**config.mk**
```make
export PLATFORM = sky130hd
export DESIGN_NAME = modular_exponentiation
export DESIGN_NICKNAME = d
export VERILOG_FILES = /design/src/sv/mexp_pkg.sv /design/src/sv/modular_exponentiation.sv /design/src/sv/mexp_modmul.sv
export VERILOG_INCLUDE_DIRS = /design/src /design/src/sv
export SDC_FILE = /design/constraint.sdc
export NUM_CORES = 2
export LEC_CHECK = 0
export ABC_AREA = 1
export BUFFER_PORTS_ARGS = -buffer_cell sky130_fd_sc_hd__buf_2
export CORE_ASPECT_RATIO = 1.25
export CORE_UTILIZATION = 45
export CTS_CLUSTER_SIZE = 25
export DETAILED_ROUTE_END_ITERATION = 8
export PLACE_DENSITY_LB_ADDON = 0.25
export REMOVE_ABC_BUFFERS = 1
export SLEW_MARGIN = 10
export SYNTH_ARGS = -nofsm -noshare
export SYNTH_HDL_FRONTEND = slang
export SYNTH_SLANG_ARGS = --single-unit
```
**constraint.sdc**
```tcl
create_clock -name clk -period 10.4 [get_ports clk]
set_input_delay 1.04 -clock clk [delete_from_list [all_inputs] [get_ports clk]]
set_output_delay 1.04 -clock clk [all_outputs]
set_load 0.01 [all_outputs]
```
**src/sv/assert_macros.svh**
```systemverilog
// assertion macros shared by the modular exponentiation rtl
`ifndef ASSERT_MACROS_SVH
`define ASSERT_MACROS_SVH

// property checked at every clock edge outside reset
`define ASSERT_ALWAYS(label, prop, msg) \
  label: assert property (@(posedge clk) disable iff (!rst_n) (prop)) else $error(msg);

// same-cycle implication
`define ASSERT_IMPLY(label, ante, cons, msg) \
  label: assert property (@(posedge clk) disable iff (!rst_n) (ante) |-> (cons)) \
    else $error(msg);

// next-cycle implication
`define ASSERT_NEXT(label, ante, cons, msg) \
  label: assert property (@(posedge clk) disable iff (!rst_n) (ante) |=> (cons)) \
    else $error(msg);

`endif

```
**src/sv/mexp_pkg.sv**
```systemverilog
// package with constants, types and state encodings for modular exponentiation
`timescale 1ns / 1ps

package mexp_pkg;

  localparam int EXP_BITS   = 63;
  localparam int BASE_W     = 32;
  localparam int EXP_W      = 63;
  localparam int RES_W      = 30;
  localparam int IN_DATA_W  = 96;
  localparam int OUT_DATA_W = 32;
  localparam int MUL_W      = 32;
  localparam int PROD_W     = 2 * MUL_W;
  localparam int X_W        = 2 * RES_W;
  localparam int Q_W        = RES_W + 1;
  localparam int CNT_W      = (EXP_BITS > 1) ? $clog2(EXP_BITS) : 1;

  localparam logic [RES_W-1:0] MODULUS    = 30'd1000000007;
  localparam logic [MUL_W-1:0] MODULUS_X2 = 32'd2000000014;
  localparam logic [Q_W-1:0]   BARRETT_MU = 31'd1152921496;
  localparam logic [RES_W-1:0] RES_ONE    = 30'd1;

  typedef struct packed {
    logic             start;
    logic [MUL_W-1:0] op_a;
    logic [RES_W-1:0] op_b;
  } mm_req_t;

  typedef struct packed {
    logic             done;
    logic [RES_W-1:0] res;
  } mm_rsp_t;

  typedef enum logic [2:0] {
    ST_IDLE,
    ST_REDUCE,
    ST_SQUARE,
    ST_MULT,
    ST_HOLD
  } top_state_t;

  typedef enum logic [2:0] {
    MM_IDLE,
    MM_PROD,
    MM_QUOT,
    MM_QP,
    MM_SUB,
    MM_FIX
  } mm_state_t;

endpackage

```
**src/sv/modular_exponentiation.sv**
```systemverilog
// modular exponentiation top level: base^exponent mod 1000000007, square and multiply
// each modular multiply runs on the one shared multiplier and barrett reducer
// one word in flight; the next input word can be taken in the cycle after the result is loaded
// synchronous active-low reset clears the sequencer and the output valid
`timescale 1ns / 1ps
`include "assert_macros.svh"

module modular_exponentiation (
  input  logic                                clk,
  input  logic                                rst_n,
  input  logic                                in_tvalid,
  output logic                                in_tready,
  input  logic [mexp_pkg::IN_DATA_W-1:0]      in_tdata,   // base, exponent, pad
  output logic                                out_tvalid,
  input  logic                                out_tready,
  output logic [mexp_pkg::OUT_DATA_W-1:0]     out_tdata   // power_mod, pad
);
  import mexp_pkg::*;

  top_state_t        state_r, state_nxt;
  logic [RES_W-1:0]  acc_r, acc_nxt;
  logic [RES_W-1:0]  base_r, base_nxt;
  logic [EXP_BITS-1:0] exp_r, exp_nxt;
  logic [CNT_W-1:0]  cnt_r, cnt_nxt;
  logic              out_tvalid_r, out_tvalid_nxt;
  logic [RES_W-1:0]  out_data_r, out_data_nxt;

  mm_req_t           mm_req;
  mm_rsp_t           mm_rsp;
  logic [BASE_W-1:0] in_base;
  logic [EXP_W-1:0]  in_exp;

  assign in_base = in_tdata[BASE_W-1:0];
  assign in_exp  = in_tdata[BASE_W+EXP_W-1:BASE_W];

  mexp_modmul u_modmul (
    .clk   (clk),
    .rst_n (rst_n),
    .req   (mm_req),
    .rsp   (mm_rsp)
  );

  always_comb begin
    state_nxt      = state_r;
    acc_nxt        = acc_r;
    base_nxt       = base_r;
    exp_nxt        = exp_r;
    cnt_nxt        = cnt_r;
    out_tvalid_nxt = out_tvalid_r && !out_tready;
    out_data_nxt   = out_data_r;
    mm_req.start   = 1'b0;
    mm_req.op_a    = {{(MUL_W-RES_W){1'b0}}, mm_rsp.res};
    mm_req.op_b    = mm_rsp.res;
    unique case (state_r)
      ST_IDLE: begin
        if (in_tvalid) begin
          mm_req.start = 1'b1;
          mm_req.op_a  = in_base;
          mm_req.op_b  = RES_ONE;
          exp_nxt      = in_exp[EXP_BITS-1:0];
          cnt_nxt      = CNT_W'(EXP_BITS - 1);
          acc_nxt      = RES_ONE;
          state_nxt    = ST_REDUCE;
        end
      end
      ST_REDUCE: begin
        if (mm_rsp.done) begin
          base_nxt     = mm_rsp.res;
          mm_req.start = 1'b1;
          mm_req.op_a  = {{(MUL_W-RES_W){1'b0}}, acc_r};
          mm_req.op_b  = acc_r;
          state_nxt    = ST_SQUARE;
        end
      end
      ST_SQUARE: begin
        if (mm_rsp.done) begin
          acc_nxt = mm_rsp.res;
          if (exp_r[EXP_BITS-1]) begin
            mm_req.start = 1'b1;
            mm_req.op_b  = base_r;
            state_nxt    = ST_MULT;
          end else if (cnt_r == '0) begin
            state_nxt = ST_HOLD;
          end else begin
            mm_req.start = 1'b1;
            cnt_nxt      = cnt_r - 1'b1;
            exp_nxt      = exp_r << 1;
            state_nxt    = ST_SQUARE;
          end
        end
      end
      ST_MULT: begin
        if (mm_rsp.done) begin
          acc_nxt = mm_rsp.res;
          if (cnt_r == '0) begin
            state_nxt = ST_HOLD;
          end else begin
            mm_req.start = 1'b1;
            cnt_nxt      = cnt_r - 1'b1;
            exp_nxt      = exp_r << 1;
            state_nxt    = ST_SQUARE;
          end
        end
      end
      ST_HOLD: begin
        if (!out_tvalid_r || out_tready) begin
          out_tvalid_nxt = 1'b1;
          out_data_nxt   = acc_r;
          state_nxt      = ST_IDLE;
        end
      end
      default: begin
        state_nxt = ST_IDLE;
      end
    endcase
  end

  always_ff @(posedge clk) begin
    if (!rst_n) begin
      state_r      <= ST_IDLE;
      out_tvalid_r <= 1'b0;
    end else begin
      state_r      <= state_nxt;
      out_tvalid_r <= out_tvalid_nxt;
    end
  end

  always_ff @(posedge clk) begin
    acc_r      <= acc_nxt;
    base_r     <= base_nxt;
    exp_r      <= exp_nxt;
    cnt_r      <= cnt_nxt;
    out_data_r <= out_data_nxt;
  end

  assign in_tready  = (state_r == ST_IDLE);
  assign out_tvalid = out_tvalid_r;
  assign out_tdata  = {{(OUT_DATA_W-RES_W){1'b0}}, out_data_r};

  `ASSERT_IMPLY(a_done_busy, mm_rsp.done,
    state_r == ST_REDUCE || state_r == ST_SQUARE || state_r == ST_MULT,
    "multiplier result with no operation pending")
  `ASSERT_IMPLY(a_hold_last, state_r == ST_HOLD, cnt_r == '0, "result before last exponent bit")
  `ASSERT_ALWAYS(a_out_range, !out_tvalid_r || out_data_r < MODULUS, "result word not reduced")

endmodule

```
**src/sv/mexp_modmul.sv**
```systemverilog
// modular multiplier on one shared 32x32 multiplier with barrett reduction
`timescale 1ns / 1ps
`include "assert_macros.svh"

module mexp_modmul (
  input  logic             clk,
  input  logic             rst_n,
  input  mexp_pkg::mm_req_t req,
  output mexp_pkg::mm_rsp_t rsp
);
  import mexp_pkg::*;

  mm_state_t        state_r, state_nxt;
  logic [MUL_W-1:0] a_r, a_nxt;
  logic [RES_W-1:0] b_r, b_nxt;
  logic [X_W-1:0]   x_r, x_nxt;
  logic [Q_W-1:0]   q_r, q_nxt;
  logic [MUL_W-1:0] qp_r, qp_nxt;
  logic [MUL_W-1:0] rem_r, rem_nxt;
  logic [RES_W-1:0] res_r, res_nxt;
  logic             done_r, done_nxt;

  logic [MUL_W-1:0]  mul_a;
  logic [MUL_W-1:0]  mul_b;
  logic [PROD_W-1:0] mul_p;
  logic [MUL_W-1:0]  rem_m1;
  logic [MUL_W-1:0]  rem_m2;

  assign mul_p  = mul_a * mul_b;
  assign rem_m1 = rem_r - {{(MUL_W-RES_W){1'b0}}, MODULUS};
  assign rem_m2 = rem_r - MODULUS_X2;

  always_comb begin
    state_nxt = state_r;
    a_nxt     = a_r;
    b_nxt     = b_r;
    x_nxt     = x_r;
    q_nxt     = q_r;
    qp_nxt    = qp_r;
    rem_nxt   = rem_r;
    res_nxt   = res_r;
    done_nxt  = 1'b0;
    mul_a     = '0;
    mul_b     = '0;
    unique case (state_r)
      MM_IDLE: begin
        if (req.start) begin
          a_nxt     = req.op_a;
          b_nxt     = req.op_b;
          state_nxt = MM_PROD;
        end
      end
      MM_PROD: begin
        mul_a     = a_r;
        mul_b     = {{(MUL_W-RES_W){1'b0}}, b_r};
        x_nxt     = mul_p[X_W-1:0];
        state_nxt = MM_QUOT;
      end
      MM_QUOT: begin
        mul_a     = {{(MUL_W-Q_W){1'b0}}, x_r[X_W-1:RES_W-1]};
        mul_b     = {{(MUL_W-Q_W){1'b0}}, BARRETT_MU};
        q_nxt     = mul_p[RES_W+Q_W:RES_W+1];
        state_nxt = MM_QP;
      end
      MM_QP: begin
        mul_a     = {{(MUL_W-Q_W){1'b0}}, q_r};
        mul_b     = {{(MUL_W-RES_W){1'b0}}, MODULUS};
        qp_nxt    = mul_p[MUL_W-1:0];
        state_nxt = MM_SUB;
      end
      MM_SUB: begin
        rem_nxt   = x_r[MUL_W-1:0] - qp_r;
        state_nxt = MM_FIX;
      end
      MM_FIX: begin
        priority if (rem_r >= MODULUS_X2) begin
          res_nxt = rem_m2[RES_W-1:0];
        end else if (rem_r >= {{(MUL_W-RES_W){1'b0}}, MODULUS}) begin
          res_nxt = rem_m1[RES_W-1:0];
        end else begin
          res_nxt = rem_r[RES_W-1:0];
        end
        done_nxt  = 1'b1;
        state_nxt = MM_IDLE;
      end
      default: begin
        state_nxt = MM_IDLE;
      end
    endcase
  end

  always_ff @(posedge clk) begin
    if (!rst_n) begin
      state_r <= MM_IDLE;
      done_r  <= 1'b0;
    end else begin
      state_r <= state_nxt;
      done_r  <= done_nxt;
    end
  end

  always_ff @(posedge clk) begin
    a_r   <= a_nxt;
    b_r   <= b_nxt;
    x_r   <= x_nxt;
    q_r   <= q_nxt;
    qp_r  <= qp_nxt;
    rem_r <= rem_nxt;
    res_r <= res_nxt;
  end

  assign rsp.done = done_r;
  assign rsp.res  = res_r;

  `ASSERT_IMPLY(a_start_idle, req.start, state_r == MM_IDLE, "modmul started while busy")
  `ASSERT_IMPLY(a_done_idle, done_r, state_r == MM_IDLE, "modmul done outside idle")
  `ASSERT_IMPLY(a_res_range, done_r, res_r < MODULUS, "modmul result not reduced")

endmodule
```
==> results.py <==
metrics = {
    "grt": {
        "grt_pass1_wl_um": 286000,
        "grt_pass1_vias": 46100,
        "gr-total-overflow": 0,
        "grt_max_degree": 95,
        "antenna_found_initial": 9,
        "grt_usage": 0.319,
    },
    "synth": {
        "async_reset_ff_frac": 0,
        "yosys_warnings": 0,
        "syn_inst": 6327,
        "syn-cell-area_um2": 53600,
        "yosysSeqAreaShare": 0.230,
        "synth_cell_types": 52,
        "yosys_most_used_dff": "edfxtp_1",
        "synth-edff-count": 406,
        "synth_top_area_share": 0.323,
        "yosys.area.top_type": "fa_1",
        "synth-seq-cells": 414,
        "synth.area.top_cells": "fa_1 (32%), edfxtp_1 (23%), nand2_1 (10%)",
        "synth.avg_cell_area_um2": 8.47,
    },
    "worst_hold_path": {
        "hp-start": "u_modmul.res_r[22]",
        "hold_class": "flop to flop",
        "holdPathStages": 0,
        "hold_end": "base_r[22]",
    },
    "place": {
        "dp_hpwl_um": 153000,
        "io_buffers": 130,
        "gp_congestion": 1.01,
    },
    "critical_path": {
        "path_class": "flop to flop",
        "crit_fanout": 69,
        "worstSetupStartpointType": "flop",
        "r2r_slack_ns": 0.97,
        "cpPeakStageDelay_ns": 0.76,
        "r2r_start": "u_modmul.state_r[1]",
        "r2r_cells": 29,
        "cpMostUsedCell": "fa_1",
        "cp_data_required_time_ns": 10.71,
        "crit_arrival_ns": 9.74,
        "slowest_stage": "dfxtp_1",
        "endpoint_kind": "flop",
        "r2r_end": "u_modmul.q_r[24]",
    },
    "clock_tree": {
        "hold_buffers": 0,
        "cts-root-buf": "clkbuf_16",
        "clk_path_buf_depth": 3,
        "ctsResizeCount": 0,
        "clk_latency_ns": 0.58,
        "cts_tree": "built",
        "cts_buffers": 38,
        "htree_levels": 2,
        "path_clk_slew_ns": 0.07,
        "numClockSinks": 414,
        "postCtsSetupBuffers": 0,
    },
    "floorplan": {
        "die_height_um": 388,
        "initial_core_util": 0.454,
        "core_area_um2": 118000,
        "die_area_um2": 121000,
        "std_cell_rows": 141,
        "die_x_um": 311,
        "io_pins": 134,
    },
    "sta": {
        "final-hold-violation-count": 0,
        "post-route-period-util": 0.906,
        "max_freq_mhz": 106,
        "fin_skew_ns": 0.0236,
        "fin_tns_setup_ns": 0,
        "tightest_slew_ns": 1.12,
        "grt_setup_unrepaired": "false",
        "setup_viol": 0,
        "period_needed_ns": 9.43,
        "drv_slew": 0,
        "relSlewSlack": 0.255,
    },
    "final_layout": {
        "diodes": 0,
        "synthToLayoutAreaGrowth_pct": 7.62,
        "nets": 7650,
        "layout-drive-gt1-share": 0.0658,
    },
    "route": {
        "drtAntennaViolNets": 0,
        "dr.pass1.iters": 6,
        "routedWlPerCell_um": 23.7,
        "drt-vias-per-instance": 5.46,
        "drc": 0,
        "wirelength_um": 190000,
        "drtIter0Drc": 3552,
        "dr_total_vias": 43700,
    },
    "run_status": {
        "outcome": "complete, no violations",
    },
    "run": {
        "drv_cap": 0,
    },
}
==> cells in the mapped netlist, types with 27 or more instances <==
| library cell | number |
|---|---|
| edfxtp_1 | 406 |
| nand2_1 | 1423 |
| nand4_1 | 27 |
| ha_1 | 286 |
| a22o_1 | 61 |
| o211ai_1 | 34 |
| clkbuf_1 | 98 |
| a22oi_1 | 30 |
| o22ai_1 | 31 |
| nor2_1 | 822 |
| a21oi_1 | 232 |
| xor2_1 | 76 |
| o21ai_0 | 132 |
| inv_1 | 1289 |
| fa_1 | 866 |
| nand3_1 | 185 |
| buf_2 | 125 |
| nor3_1 | 29 |
| inv_2 | 41 |
==> per-layer routing <==
layer,up-vias,track usage,wire (µm)
li1,19400,-,-
met1,21800,0.376,69300
met2,1890,0.543,91600
met3,524,0.0533,14100
met4,18,0.200,14500
met5,-,0,114
==> layout make-up <==
class	count	area (µm²)
well taps	1573	1970
fillers	11600	60500
clock buffers	42	966
repair buffers	268	1720
multi-input cells	4343	35300
clock inverters	28	399
flip-flops and latches	414	12400
inverters	1333	5010
==> kinds of logic (layout without fill, tap and decap cells) <==
| logic type | after synthesis | in the layout | synth area share |
|---|---|---|---|
| fa+ha+maj | 1152 | 1152 | 0.390 |
| buf+inv | 1571 | 1671 | 0.114 |
| compound gates | 582 | 582 | 0.0654 |
| simple gates | 2520 | 2520 | 0.186 |
| other cells | 1 | 2 | 0.0000699 |
| flops | 414 | 414 | 0.230 |
| xor+xnor | 87 | 87 | 0.0142 |
==> sequential cells by signal (all words and copies together), names as in the netlist <==
name and cells:
exp_r 63, u_modmul.x_r 60, u_modmul.a_r 32, u_modmul.qp_r 32, u_modmul.rem_r 32, u_modmul.q_r 31
acc_r 30, base_r 30, out_data_r 30, u_modmul.b_r 30, u_modmul.res_r 30, cnt_r 6
state_r 3, u_modmul.state_r 3, out_tvalid 1, u_modmul.done_r 1
==> critical path, delay by kind of cell (launching register included) <==
kind          cells  cell delay (ns)
simple gates     13             2.73
fa+ha+maj         9             4.33
buf+inv           7             1.23
flops             1             0.76
==> placed cells by master (no fill, tap or decap), types with 4 or more instances in the layout <==
cell and n:
xnor2_1 11, buf_2 130, clkbuf_16 38, o22ai_1 30, clkinv_1 6, inv_2 42, bufinv_16 7, buf_4 135
o21ai_0 130, nand3_2 9, xor2_1 76, nand3_1 184, nor2_1 820, a21oi_2 13, nor3_1 27, a21boi_0 4
clkbuf_1 4, inv_1 1288, nand2_1 1422, nor2_4 5, a21oi_4 6, nand3b_1 8, inv_6 6, nand4_1 27
a22oi_1 30, fa_1 866, edfxtp_1 406, o21ai_1 7, o21a_1 4, ha_1 286, o21bai_1 17, a21o_1 9
dfxtp_1 7, o211ai_1 34, a22o_1 61, a21oi_1 225, nor4_1 4
==> through the flow <==
| step | worst slack [ns] | instances | util | hold slack (ns) | cell area [µm²] |
|---|---|---|---|---|---|
| 5_1_grt | 0.600 | 8001 | 0.488 | 0.460 | 57700 |
| 3_3_place_gp | 1.09 | 7931 | 0.477 | 0.430 | 56300 |
| 6_report | 0.975 | 8001 | 0.488 | 0.444 | 57700 |
| 3_5_place_dp | 1.18 | 7931 | 0.477 | 0.432 | 56300 |
| 4_1_cts | 0.986 | 8001 | 0.488 | 0.447 | 57700 |
| 2_1_floorplan | 0.162 | 6090 | - | 0.426 | 52500 |
==> how the worst max path moves through the flow <==
stage | to | slack (ns) | start
floorplan | u_modmul.q_r[29] | 0.16 | u_modmul.state_r[1]
global placement | u_modmul.q_r[18] | 1.09 | u_modmul.state_r[1]
detailed placement | u_modmul.x_r[55] | 1.18 | u_modmul.state_r[1]
CTS | u_modmul.q_r[24] | 0.99 | u_modmul.state_r[1]
global route | u_modmul.x_r[55] | 0.60 | u_modmul.state_r[1]
finish | u_modmul.q_r[24] | 0.97 | u_modmul.state_r[1]
Power is not shown: default switching activity piles up to over one toggle a cycle in this logic, so the estimate is an artifact.
